`src/design/nnsc_pkg.sv`:
```
`default_nettype none
// ----------------------------------------------------------------------------
// nnsc_pkg
// Shared types, constants and helpers of the nearest-neighbor RGB565 scaler.
// ----------------------------------------------------------------------------
package nnsc_pkg;

    // default sizing
    localparam int SRC_MAX_W_DEF     = 512;
    localparam int SRC_MAX_H_DEF     = 256;
    localparam int DST_MAX_DEF       = 2048;
    localparam int MAX_INT_SCALE_DEF = 4;

    // fixed field widths
    localparam int PIX_BITS      = 16;
    localparam int SRC_W_BITS    = 10;
    localparam int SRC_H_BITS    = 9;
    localparam int DST_BITS      = 12;
    localparam int CFG_IDX_BITS  = 2;
    localparam int CFG_DATA_BITS = 12;
    localparam int FRAC_BITS     = 16;
    localparam int ACC_BITS      = 32;
    localparam int SRC_IDX_BITS  = ACC_BITS - FRAC_BITS;

    // register indexes
    localparam logic [CFG_IDX_BITS-1:0] CFG_SRC_WIDTH  = 2'd0;
    localparam logic [CFG_IDX_BITS-1:0] CFG_SRC_HEIGHT = 2'd1;
    localparam logic [CFG_IDX_BITS-1:0] CFG_DST_WIDTH  = 2'd2;
    localparam logic [CFG_IDX_BITS-1:0] CFG_DST_HEIGHT = 2'd3;

    // register reset values
    localparam logic [SRC_W_BITS-1:0] SRC_WIDTH_RST  = 10'd320;
    localparam logic [SRC_H_BITS-1:0] SRC_HEIGHT_RST = 9'd240;
    localparam logic [DST_BITS-1:0]   DST_WIDTH_RST  = 12'd640;
    localparam logic [DST_BITS-1:0]   DST_HEIGHT_RST = 12'd480;

    // input functions
    localparam logic FUNC_LOAD    = 1'b0;
    localparam logic FUNC_REQUEST = 1'b1;

    // pixel format masks
    localparam logic [PIX_BITS-1:0] ALPHA_BIT = 16'h8000;
    localparam logic [PIX_BITS-1:0] RG_MASK   = 16'h7fe0;
    localparam logic [PIX_BITS-1:0] B_MASK    = 16'h001f;

    typedef struct packed {
        logic                func;
        logic [PIX_BITS-1:0] src_pixel;
    } t_in_item;

    typedef struct packed {
        logic [PIX_BITS-1:0] out_pixel;
        logic                row_end;
        logic                frame_end;
    } t_out_item;

    // controller -> datapath
    typedef struct packed {
        logic load;
        logic req;
        logic div_start;
        logic div_row;
        logic calc_idx;
        logic calc_addr;
        logic ram_rd;
        logic emit;
    } t_dp_cmd;

    // datapath -> controller
    typedef struct packed {
        logic is_req;
        logic frame_first;
        logic div_done;
        logic out_free;
    } t_dp_sts;

    function automatic logic [PIX_BITS-1:0] to_a1r5g5b5(input logic [PIX_BITS-1:0] p);
        return ALPHA_BIT | ((p >> 1) & RG_MASK) | (p & B_MASK);
    endfunction

endpackage
`default_nettype wire

```
`src/design/nnsc_ctrl.sv`:
```
`default_nettype none
// ----------------------------------------------------------------------------
// nnsc_ctrl
// Sequencer: accepts transactions, runs frame-start divisions, address
// calculation, store read and result hand-off.
// ----------------------------------------------------------------------------
module nnsc_ctrl (
    input  wire logic              i_clk,
    input  wire logic              i_rst_n,
    input  wire logic              i_in_valid,
    output logic                   o_in_stall,
    input  wire nnsc_pkg::t_dp_sts i_sts,
    output nnsc_pkg::t_dp_cmd      o_cmd
);

    localparam logic [3:0] S_IDLE  = 4'd0;
    localparam logic [3:0] S_DIVC  = 4'd1;
    localparam logic [3:0] S_WAITC = 4'd2;
    localparam logic [3:0] S_DIVR  = 4'd3;
    localparam logic [3:0] S_WAITR = 4'd4;
    localparam logic [3:0] S_IDX   = 4'd5;
    localparam logic [3:0] S_ADR   = 4'd6;
    localparam logic [3:0] S_RD    = 4'd7;
    localparam logic [3:0] S_OUT   = 4'd8;

    logic [3:0] r_state;
    logic [3:0] n_state;
    logic       w_accept;

    assign w_accept   = i_in_valid && (r_state == S_IDLE);
    assign o_in_stall = (r_state != S_IDLE);

    always_comb begin
        n_state = r_state;
        o_cmd   = '0;
        unique case (r_state)
            S_IDLE: begin
                if (w_accept) begin
                    if (i_sts.is_req) begin
                        o_cmd.req = 1'b1;
                        n_state   = i_sts.frame_first ? S_DIVC : S_IDX;
                    end else begin
                        o_cmd.load = 1'b1;
                    end
                end
            end
            S_DIVC: begin
                o_cmd.div_start = 1'b1;
                n_state         = S_WAITC;
            end
            S_WAITC: begin
                if (i_sts.div_done) begin
                    n_state = S_DIVR;
                end
            end
            S_DIVR: begin
                o_cmd.div_start = 1'b1;
                o_cmd.div_row   = 1'b1;
                n_state         = S_WAITR;
            end
            S_WAITR: begin
                if (i_sts.div_done) begin
                    n_state = S_IDX;
                end
            end
            S_IDX: begin
                o_cmd.calc_idx = 1'b1;
                n_state        = S_ADR;
            end
            S_ADR: begin
                o_cmd.calc_addr = 1'b1;
                n_state         = S_RD;
            end
            S_RD: begin
                o_cmd.ram_rd = 1'b1;
                n_state      = S_OUT;
            end
            S_OUT: begin
                // hold the read data until the output register frees up
                if (i_sts.out_free) begin
                    o_cmd.emit = 1'b1;
                    n_state    = S_IDLE;
                end
            end
            default: begin
                n_state = S_IDLE;
            end
        endcase
    end

    always_ff @(posedge i_clk) begin
        if (!i_rst_n) begin
            r_state <= S_IDLE;
        end else begin
            r_state <= n_state;
        end
    end

endmodule
`default_nettype wire

```
`config.mk`:
```
export PLATFORM = sky130hd
export DESIGN_NAME = nnsc_ctrl
export DESIGN_NICKNAME = d
export VERILOG_FILES = /design/src/design/nnsc_pkg.sv /design/src/design/nnsc_ctrl.sv
export SDC_FILE = /design/constraint.sdc
export NUM_CORES = 1
export LEC_CHECK = 0
export ABC_CLOCK_PERIOD_IN_PS = 2000
export BUFFER_PORTS_ARGS = -buffer_cell sky130_fd_sc_hd__buf_2
export CORE_AREA = 5 5 42 44
export DETAILED_ROUTE_END_ITERATION = 6
export DIE_AREA = 0 0 47 49
export GPL_TIMING_DRIVEN = 0
export PLACE_DENSITY = 0.51
export SYNTH_ARGS = -nofsm -noshare
export SYNTH_HDL_FRONTEND = slang
export SYNTH_SLANG_ARGS = --single-unit
```
`constraint.sdc`:
```
create_clock -name i_clk -period 2 [get_ports i_clk]
set_input_delay 0.2 -clock i_clk [delete_from_list [all_inputs] [get_ports i_clk]]
set_output_delay 0.2 -clock i_clk [all_outputs]
set_load 0.01 [all_outputs]
```
# [Word level (Yosys, flattened, before mapping)]
# Index checks and enable logic that the tools add are counted.
[op_classes] n_eq_ne=13 mux=18 n_reduce_logical=5
[op_table] cell="4-bit one-hot mux with 9 select lines" n=1
[op_table] cell="4-bit 2-to-1 mux" n=5
[op_table] cell="4-bit by 3-bit equality test with 1-bit output, second input constant" n=4
[op_table] cell="2-bit inequality test, second input constant" n=5
[op_table] cell="1-bit 2-to-1 mux" n=9
[op_table] cell="4-bit by 2-bit equality test with 1-bit output, second input constant" n=2
[op_table] cell="5-bit AND reduction" n=1
[op_table] cell="4-bit by 1-bit equality test with 1-bit output, second input constant" n=1
[op_table] cell="4-bit equality test, second input constant" n=1
[op_table] cell="4-bit zero test" n=1
[op_table] cell="2-bit 2-to-1 mux" n=2
[op_table] cell="4-bit nonzero test" n=1
[op_table] cell="3-bit 2-to-1 mux" n=1
[op_table] cell="2-bit OR reduction" n=1
[op_table] cell="1-bit logical AND" n=1
[totals] reg_bits=4 output_inout_bits=9 word_cells=37

# [Longest topological paths before layout]
# Gate-level depths: netlist of run 1.
[depth] depth_word=4 mapped_depth=4 ltp_nobuf=3

# [Worst setup path before layout of run 1]
# OpenSTA, ideal clock, no wires.
[synth_timing] path_kind="register -> output" startpoint="register r_state[1]" endpoint="output o_cmd[7] in the netlist's numbering" arrival_ps=972 required_time_ps=1800 path_slack_ps=828 stages_incl_launch_ff=5 cell_sequence="dfxtp_1 buf_6 nor4_2 nand2_1 nor2_1"
[synth_rtl] item="start: declaration" line="nnsc_ctrl.sv:26" source="logic [3:0] r_state;"
[synth_rtl] item="start signal: assignment" line="nnsc_ctrl.sv:95" source="r_state <= n_state;"
[synth_rtl] item="end: declaration" line="nnsc_ctrl.sv:13" source="output nnsc_pkg::t_dp_cmd o_cmd"

==> summary.txt, run 1 <==
Detailed routing
  – Iter 0 DRT Violations: 1
  – ANT nets after route: 0
  – Final wirelength: around 660 µm
  – WL per Instance: approximately 9.4 µm
  – Vias: ~320
  – Drt pass-1 iters: 4
  – DR vias/cell: around 4.5
  – Post-route DRC: 0

Pwr
  – VDD IR max: 412 µV
  – Pwr Density: roughly 940 nW/µm²
  – Leak: 0.213 nW

Timing
  – RSZ-0062 raised after global routing: false
  – Setup violators final: 0
  – Slew Viols, Final: 0
  – Worst slew margin: 0.808
  – Worst Slack Setup Final: 0.499 ns
  – Hold Slack: about 0.20 ns
  – Fin crit period: 1.50 ns
  – Final period util: 0.751
  – F_max: 666 MHz
  – Clk_skew: 0.00234 ns
  – Final hold violations: 0
  – Worst-margin pin slew: 0.288 ns
  – Setup Total Neg Slack: 0 ns

Finish
  – Fin area: approximately 400 µm²
  – Diode count: 0
  – Final core occ: 0.294
  – Max FFs per register: 4
  – Largest Register: r_state
  – Fraction of layout cells with a size suffix above 1: 0.400
  – Largest registers: r_state (4)
  – Synthesis-to-layout area growth: 40.0%
  – Final nets: 64

Status
  – Status: finished, final reports clean

Floorplanning
  – I/O pins: 16
  – Initial Util: 0.210
  – Core area: 1400 µm²
  – Die extent in x: 47 µm
  – Die H: slightly below 50 µm
  – Die area: 2300 µm²
  – # rows: 14

Clocking
  – TritonCTS clock tree: yes
  – Clock Root Buffer: clkbuf_4
  – Maximum root-to-sink buffer count: 2
  – Worst-skew pair later-pin latency: approximately 0.23 ns
  – TritonCTS buffer count: 3
  – Htree depth: 1
  – Cts hold-fix bufs: 0
  – Post-CTS setup repair buffer count: 0
  – Sink Count: 4
  – CTS clk-pin slew, worst paths: approximately 0.040 ns
  – Post-CTS Resized: 0

GRT
  – GRT overflow: 0
  – GR Util All Layers: 0.0761
  – Vias in the first global route: about 290
  – Largest net degree at the start of global routing: 11
  – Initial antenna violation count: 0
  – First-pass GRT wire length: ~1300 µm

Critical path
  – Crit Path Max Fanout: 10
  – Top delay family on crit path: simple AND/OR/NAND/NOR gates
  – Worst path required time: 1.80 ns
  – CP Capture Type: primary output
  – Slowest cell delay on critical path: about 0.33 ns
  – CP arrival: about 1.3 ns
  – CP startpoint kind: register
  – CP Class: reg -> out
  – CP max stage cell: nor4_2
  – Bufs and invs on worst path: 2
  – Worst path cell trace: buf_6 > nor4_2 > and3_1 > buf_2

Logic synthesis
  – Synth Register Bits: 4
  – Most common library cells after synthesis: nor2_1 (6), dfxtp_1 (4), nand2b_1 (4), nand2_1 (3), nor3_1 (3)
  – Syn Std Cell Area: about 290 µm²
  – Top_reg_cell synth: dfxtp_1
  – Cell with the most instances after synthesis: nor2_1
  – Yosys cell types: 21
  – Yosys warnings: 0
  – Async set or reset register ratio after synthesis: 0
  – Seq/Total Area, Yosys: 0.272
  – Synth Area per Inst: ~8 µm²
  – Post-synth top area cell: dfxtp_1
  – Synth top area share: 0.272
  – Synth Instances: 37
  – EDFF count, synth: 0
  – Syn nets: 44
  – Dominant cells by area after synthesis: dfxtp_1 (27%), nand2b_1 (8.5%), nor2_1 (7.7%)

Hold path
  – HP Class: in -> reg

Placement
  – Buffers on Ports: 15
  – HPWL after detailed placement: between 500 and 600 µm
  – Pre-CTS setup slack: between 0.7 and 0.8 ns
  – RePlAce Congestion: a little under 0.7
  – Placement Cell Area: ~390 µm²

Run
  – Max Cap Viol: 0
stage by stage:
stage / power (mW) / cells
finish: 0.388 / 71
floorplan: 0.243 / 37
CTS: 0.396 / 71
detailed placement: 0.294 / 68
global route: 0.437 / 71
global placement: 0.293 / 68
path summary, 6_finish.rpt:
check | start | end | slack, ns | depth (start not counted)
min | i_rst_n | r_state[3] | 0.20 | 2
max | r_state[1] | o_cmd[6] | 0.50 | 4
min reg2reg | r_state[0] | r_state[0] | 0.57 | 2
max reg2reg | r_state[1] | r_state[2] | 0.86 | 4
worst register-to-register path: stages (launching register included):
cell	delay, ns
dfxtp_1	0.30
buf_6	0.13
a211oi_2	0.17
o21ai_1	0.10
o311a_1	0.33
cells in the final DEF, fill, tap and decap left out:
cell / synthesis / layout
nor2b_1: 1 / 1
xnor2_1: 1 / 1
inv_1: 1 / 1
buf_4: 1 / 1
o21ba_1: 1 / 1
nand2b_1: 4 / 4
and3_1: 2 / 2
and3b_1: 1 / 1
o21a_1: 1 / 1
nor4_2: 1 / 1
a211oi_2: 1 / 1
clkbuf_4: 0 / 3
nor2_1: 6 / 6
nor3_1: 3 / 3
o311a_1: 1 / 1
nor4b_1: 1 / 1
buf_6: 1 / 1
nand3b_1: 1 / 1
o21ai_1: 1 / 1
dfxtp_1: 4 / 4
nand2_1: 3 / 3
buf_2: 0 / 15
o211ai_1: 1 / 1
report_power, final:
| part | switching, mW | internal, mW | total, mW |
|---|---|---|---|
| logic | 0.0923 | 0.0896 | 0.182 |
| registers | 0.0137 | 0.0945 | 0.108 |
| clock network | 0.0314 | 0.0670 | 0.0984 |
routing by layer:
metal | part of all wire | GRT usage
met5 | 0 | 0
met1 | 0.43 | 0.0947
met2 | 0.45 | 0.0995
met3 | 0.12 | 0.0664
met4 | 0 | 0.0138
area by class of cell:
type | count | area [µm²]
buffer | 2 | 18.8
timing repair buffer | 15 | 75.1
tap | 16 | 20.0
sequential | 4 | 80.1
multi-input combinational | 30 | 191
inverter | 1 | 3.75
fill | 158 | 990
clock buffer | 3 | 22.5
logic make-up after synthesis:
| family | share of synthesized area |
|---|---|
| XOR/XNOR | 0.0298 |
| AO/OA/AOI/OAI | 0.179 |
| flip-flops | 0.272 |
| buffers and inverters | 0.0766 |
| AND/OR/NAND/NOR | 0.443 |
No activity file was read; power rests on OpenSTA's default activity.
==> run 2, diff against run 1 <==
--- a/config.mk
+++ b/config.mk
@@ -5,7 +5,7 @@
 export SDC_FILE = /design/constraint.sdc
 export NUM_CORES = 1
 export LEC_CHECK = 0
-export ABC_CLOCK_PERIOD_IN_PS = 2000
+export ABC_CLOCK_PERIOD_IN_PS = 1550
 export BUFFER_PORTS_ARGS = -buffer_cell sky130_fd_sc_hd__buf_2
 export CORE_AREA = 5 5 42 44
 export DETAILED_ROUTE_END_ITERATION = 6
==> constraint.sdc (replaced) <==
create_clock -name i_clk -period 1.55 [get_ports i_clk]
set_input_delay 0.155 -clock i_clk [delete_from_list [all_inputs] [get_ports i_clk]]
set_output_delay 0.155 -clock i_clk [all_outputs]
set_load 0.01 [all_outputs]
==> run 2 against run 1 <==
- largest power group unchanged
- largest cell class unchanged
- setup slack got worse by 0.37 ns
- via count fell by 0.63%
- highest routed layer unchanged
- combinational power rose by 36%
==> summary.txt, run 2 (synthesized netlist as in run 1, its figures left out) <==
Pwr
  – VDD IR max: 546 µV (was 412 µV)
  – Power Internal: 0.333 mW (was 0.251 mW)
  – Comb pwr share: 0.480 (was 0.468)
  – Pwr Density: 1230 nW/µm² (was 944 nW/µm²)
  – Reg power frac: 0.275 (was 0.278)
  – Clk pwr share: 0.246 (was 0.253)
  – Leak: 0.217 nW (was 0.213 nW)
  – Switching share of power: 0.356 (was 0.354)
  – Switching pwr: 0.184 mW (was 0.137 mW)
  – Tot Pwr: 0.517 mW (was 0.388 mW)

Floorplanning
  – Die extent in x: 47 µm (unchanged)
  – Die H: 49 µm (unchanged)
  – I/O pins: 16 (unchanged)
  – Initial Util: 0.210 (unchanged)
  – Core area: 1400 µm² (unchanged)
  – # rows: 14 (unchanged)
  – Die area: 2300 µm² (unchanged)

Critical path
  – Worst path required time: 1.39 ns (was 1.80 ns)
  – Top delay family on crit path: simple AND/OR/NAND/NOR gates (unchanged)
  – Slowest cell delay on critical path: 0.30 ns (was 0.33 ns)
  – CP Capture Type: primary output (unchanged)
  – Crit Path Max Fanout: 10 (unchanged)
  – CP Class: reg -> out (unchanged)
  – R2r setup slk: 0.40 ns (was 0.86 ns)
  – Worst path cell trace: buf_6 > nor4_4 > and3_1 > buf_2 (was buf_6 > nor4_2 > and3_1 > buf_2)
  – Bufs and invs on worst path: 2 (unchanged)
  – CP startpoint kind: register (unchanged)
  – CP arrival: 1.27 ns (was 1.30 ns)
  – CP max stage cell: dfxtp_1 (was nor4_2)

Timing
  – RSZ-0062 raised after global routing: false (unchanged)
  – Worst slew margin: 0.777 (was 0.808)
  – Slew Viols, Final: 0 (unchanged)
  – Clk_skew: 0.00234 ns (about the same)
  – F_max: between 700 and 800 MHz
  – Setup violators final: 0 (unchanged)
  – Worst-margin pin slew: 0.333 ns (was 0.288 ns)
  – Setup Total Neg Slack: 0 ns (unchanged)
  – Final period util: 0.916
  – Final hold violations: 0 (unchanged)
  – Fin crit period: ~1.4 ns

Detailed routing
  – Vias: 315 (was 317)
  – Final wirelength: 672 µm (was 664 µm)
  – Drt pass-1 iters: 4 (unchanged)
  – Met2 wire length: 304 µm (was 301 µm)
  – Iter 0 DRT Violations: 1 (unchanged)
  – M1 WL: 289 µm (was 285 µm)
  – Metal3 WL: 77 µm (unchanged)
  – Highest Signal Layer: met3 (unchanged)
  – WL per Instance: 9.46 µm (was 9.35 µm)
  – Post-route DRC: 0 (unchanged)
  – DR vias/cell: 4.44 (was 4.46)
  – ANT nets after route: 0 (unchanged)

Finish
  – Fill count: 158 (unchanged)
  – Max FFs per register: 4 (unchanged)
  – Final core occ: 0.300 (was 0.294)
  – Largest Register: r_state (unchanged)
  – Leading cell type in the layout, fill and taps excluded: buf_2 (unchanged)
  – Diode count: 0 (unchanged)
  – Final nets: 64 (unchanged)
  – Fraction of layout cells with a size suffix above 1: 0.400 (unchanged)
  – Largest registers: r_state (4) (unchanged)
  – Most frequent cells in the layout: buf_2 (15), nor2_1 (6), nand2b_1 (4), dfxtp_1 (4) (unchanged)
  – Synthesis-to-layout area growth: 43.0% (was 40.0%)

GRT
  – GR Util All Layers: 0.0761 (unchanged)
  – First-pass GRT wire length: 1260 µm (unchanged)
  – Initial antenna violation count: 0 (unchanged)
  – Vias in the first global route: 288 (unchanged)
  – GRT overflow: 0 (unchanged)
  – Largest net degree at the start of global routing: 11 (unchanged)

Placement
  – RePlAce Congestion: 0.696 (unchanged)
  – Buffers on Ports: 15 (unchanged)
  – HPWL after detailed placement: 530 µm (unchanged)

Clocking
  – Cts hold-fix bufs: 0 (unchanged)
  – TritonCTS clock tree: yes (unchanged)
  – Sink Count: 4 (unchanged)
  – Worst-skew pair later-pin latency: 0.23 ns (about the same)
  – Htree depth: 1 (unchanged)
  – Maximum root-to-sink buffer count: 2 (unchanged)
  – CTS clk-pin slew, worst paths: 0.04 ns (about the same)
  – TritonCTS buffer count: 3 (unchanged)
  – Clock Root Buffer: clkbuf_4 (unchanged)

Hold path
  – HP Class: in -> reg (unchanged)

Status
  – Status: finished, final reports clean (unchanged)

Run
  – Max Cap Viol: 0 (unchanged)
run 2: final timing paths:
| kind | startpoint | endpoint | depth (start not counted) |
|---|---|---|---|
| setup / recovery | r_state[1] | o_cmd[6] | 4 |
| hold / removal | i_rst_n | r_state[3] | 2 |
| setup reg to reg | r_state[2] | r_state[2] | 3 |
| hold reg to reg | r_state[0] | r_state[0] | 2 |
run 2: stage by stage:
stage,setup slack [ns],hold slack [ns],instance area (µm²),cells
finish,0.130,0.158,420,71
global route,0.0194,0.163,420,71
detailed placement,0.314,0.396,389,68
global placement,0.323,0.400,389,68
floorplan,0.423,0.272,294,37
CTS,0.0635,0.153,412,71
run 2: cell type report:
class                      count  area [µm²]  area share
tap                           16        20.0      0.0476
clock buffer                   3        22.5      0.0536
sequential                     4        80.1       0.190
buffer                         2        18.8      0.0446
inverter                       1        3.75     0.00893
multi-input combinational     30         200       0.476
timing repair buffer          15        75.1       0.179
run 2: repair_timing:
action                                  in CTS  in global routing
buffers inserted                             0                  0
resized for setup                            0                  1
endpoints found under the setup margin       0                  2
run 2: power groups by stage:
stage               registers, mW  clock network [mW]  logic [mW]
finish                      0.142               0.127       0.248
floorplan                   0.137                   0       0.176
global route                0.144               0.148       0.286
CTS                         0.139               0.132       0.239
global placement            0.140                   0       0.238
detailed placement          0.141                   0       0.239
run 2: metal layers:
metal | vias to the layer above | global-route usage
li1 | 167 | -
met5 | - | 0
met4 | 0 | 0.0138
met1 | 136 | 0.0947
met3 | 0 | 0.0664
met2 | 12 | 0.0995
==> run 3, diff against run 2 <==
--- a/config.mk
+++ b/config.mk
@@ -7,11 +7,14 @@
 export LEC_CHECK = 0
 export ABC_CLOCK_PERIOD_IN_PS = 1550
 export BUFFER_PORTS_ARGS = -buffer_cell sky130_fd_sc_hd__buf_2
-export CORE_AREA = 5 5 42 44
+export CELL_PAD_IN_SITES_DETAIL_PLACEMENT = 1
+export CELL_PAD_IN_SITES_GLOBAL_PLACEMENT = 2
+export CORE_MARGIN = 5
+export CORE_UTILIZATION = 22
+export CTS_BUF_LIST = sky130_fd_sc_hd__clkbuf_8
 export DETAILED_ROUTE_END_ITERATION = 6
-export DIE_AREA = 0 0 47 49
 export GPL_TIMING_DRIVEN = 0
-export PLACE_DENSITY = 0.51
+export PLACE_DENSITY = 0.82
 export SYNTH_ARGS = -nofsm -noshare
 export SYNTH_HDL_FRONTEND = slang
 export SYNTH_SLANG_ARGS = --single-unit
==> run 3 against run 2 <==
- final cell count is 1.4% lower
- highest routed layer is now met4
- final area increased by 4.2%
- clock power is 72% higher
- sequential cell count did not move
- combinational power about the same
- routed wire length is 18% higher
- die area is 5.9% lower
- global-route usage is 1.4 points higher
==> summary.txt, run 3 (synthesized netlist as in run 1, its figures left out) <==
Status
  – Status: finished, final reports clean (unchanged)

Floorplanning
  – I/O pins: 16 (unchanged)
  – Initial Util: 0.229 (was 0.210)
  – Die area: 2170 µm² (was 2300 µm²)
  – Core area: 1280 µm² (was 1400 µm²)
  – Die extent in x: 46.6 µm (was 47 µm)
  – Die H: 46.6 µm (was 49 µm)
  – # rows: 13 (was 14)

GRT
  – Largest net degree at the start of global routing: 11 (unchanged)
  – Initial antenna violation count: 0 (unchanged)
  – GR Util All Layers: 0.0900 (was 0.0761)
  – First-pass GRT wire length: 1320 µm (was 1260 µm)
  – GRT overflow: 0 (unchanged)
  – Vias in the first global route: 295 (was 288)

Timing
  – Setup Total Neg Slack: 0 ns (unchanged)
  – F_max: 712 MHz (was 704 MHz)
  – Fin crit period: 1.41 ns (was 1.42 ns)
  – Hold Slack: 0.168 ns (was 0.158 ns)
  – Final hold violations: 0 (unchanged)
  – Setup violators final: 0 (unchanged)
  – Final period util: 0.906 (was 0.916)
  – Worst-margin pin slew: 0.365 ns (was 0.333 ns)
  – Clk_skew: 0.000788 ns (was 0.00234 ns)
  – Worst slew margin: 0.756 (was 0.777)
  – RSZ-0062 raised after global routing: false (unchanged)
  – Slew Viols, Final: 0 (unchanged)

Pwr
  – Clk pwr share: 0.358 (was 0.246)
  – Pwr Density: 1400 nW/µm² (was 1230 nW/µm²)
  – Leak: 0.225 nW (was 0.217 nW)
  – VDD IR max: 465 µV (was 546 µV)
  – Switching share of power: 0.327 (was 0.356)
  – Reg power frac: 0.233 (was 0.275)
  – Comb pwr share: 0.408 (was 0.480)
  – Switching pwr: 0.200 mW (was 0.184 mW)
  – Power Internal: 0.412 mW (was 0.333 mW)

Critical path
  – CP Capture Type: primary output (unchanged)
  – CP Class: reg -> out (unchanged)
  – Worst path required time: 1.39 ns (about the same)
  – Crit Path Max Fanout: 10 (unchanged)
  – Reg2Reg Depth: 3 (unchanged)
  – CP arrival: 1.25 ns (was 1.27 ns)
  – CP startpoint kind: register (unchanged)

Placement
  – RePlAce Congestion: 0.724 (was 0.696)
  – HPWL after detailed placement: 599 µm (was 530 µm)
  – Buffers on Ports: 15 (unchanged)

Finish
  – Final core occ: 0.341 (was 0.300)
  – Leading cell type in the layout, fill and taps excluded: buf_2 (unchanged)
  – Largest Register: r_state (unchanged)
  – Largest registers: r_state (4) (unchanged)
  – Fill count: 164 (was 158)
  – Synthesis-to-layout area growth: 48.9% (was 43.0%)
  – Diode count: 0 (unchanged)
  – Fraction of layout cells with a size suffix above 1: 0.400 (unchanged)
  – Max FFs per register: 4 (unchanged)
  – Register area: 80.1 µm² (unchanged)
  – Most frequent cells in the layout: buf_2 (15), nor2_1 (6), nand2b_1 (4), dfxtp_1 (4) (unchanged)
  – Multi-input gate area: 200 µm² (unchanged)
  – Final nets: 64 (unchanged)

Detailed routing
  – Final wirelength: 794 µm (was 672 µm)
  – Iter 0 DRT Violations: 3 (was 1)
  – WL per Instance: 11.3 µm (was 9.46 µm)
  – Post-route DRC: 0 (unchanged)
  – Vias: 336 (was 315)
  – Drt pass-1 iters: 4 (unchanged)
  – ANT nets after route: 0 (unchanged)
  – DR vias/cell: 4.80 (was 4.44)

Clocking
  – TritonCTS clock tree: yes (unchanged)
  – Sink Count: 4 (unchanged)
  – Worst-skew pair later-pin latency: 0.22 ns (was 0.23 ns)
  – Maximum root-to-sink buffer count: 2 (unchanged)
  – Post-CTS setup repair buffer count: 0 (unchanged)
  – Htree depth: 1 (unchanged)
  – TritonCTS buffer count: 3 (unchanged)
  – Clock Root Buffer: clkbuf_8 (was clkbuf_4)
  – CTS clk-pin slew, worst paths: 0.03 ns (was 0.04 ns)

Hold path
  – Worst Hold Depth: 2 (unchanged)
  – HP Class: in -> reg (unchanged)

Run
  – Max Cap Viol: 0 (unchanged)
-- run 3: cell types whose count changed in the layout (fill, tap and decap cells not counted) --
cell / delta
clkbuf_4: -3
clkbuf_8: +3
-- run 3: final timing paths --
kind | from | end | slack, ns
max | r_state[1] | o_cmd[6] | 0.14
min | i_rst_n | r_state[3] | 0.17
max reg2reg | r_state[2] | r_state[2] | 0.40
min reg2reg | r_state[0] | r_state[0] | 0.59
-- run 3: worst max-delay path, stage by stage, from the launching register on --
cell     delay (ns)
dfxtp_1        0.30
buf_6          0.14
nor4_4         0.30
and3_1         0.18
buf_2          0.12
-- run 3: power by group through the flow --
stage	Combinational, mW	Clock (mW)	Sequential (mW)
global route	0.285	0.232	0.144
CTS	0.243	0.228	0.140
global placement	0.239	0	0.142
detailed placement	0.241	0	0.142
finish	0.250	0.219	0.143
floorplan	0.176	0	0.137
-- run 3: layout make-up --
class	instances	area share
repair buffers	15	0.171
plain buffers	2	0.0429
inverters	1	0.00857
well taps	15	0.0429
multi-input cells	30	0.457
clock buffers	3	0.0943
flip-flops and latches	4	0.183
-- run 3: metal layers --
layer,share of wire,vias up,global-route usage
met4,0.018,0,0.0852
met3,0.054,2,0.0234
met2,0.45,11,0.113
li1,-,167,-
met1,0.47,156,0.120
met5,0,-,0
-- run 3: metrics by stage --
| step | cells | setup WS (ns) | power [mW] | cell area [µm²] |
|---|---|---|---|---|
| 2_1_floorplan | 37 | 0.423 | 0.313 | 294 |
| 3_3_place_gp | 67 | 0.316 | 0.381 | 388 |
| 3_5_place_dp | 67 | 0.316 | 0.383 | 388 |
| 4_1_cts | 70 | 0.0770 | 0.611 | 429 |
| 5_1_grt | 70 | 0.0401 | 0.661 | 438 |
| 6_report | 70 | 0.145 | 0.612 | 438 |
-- run 3: what timing repair did --
action                                  CTS  global route
endpoints found under the setup margin    0             2
resized for setup                         0             1
hold buffers                              0             0
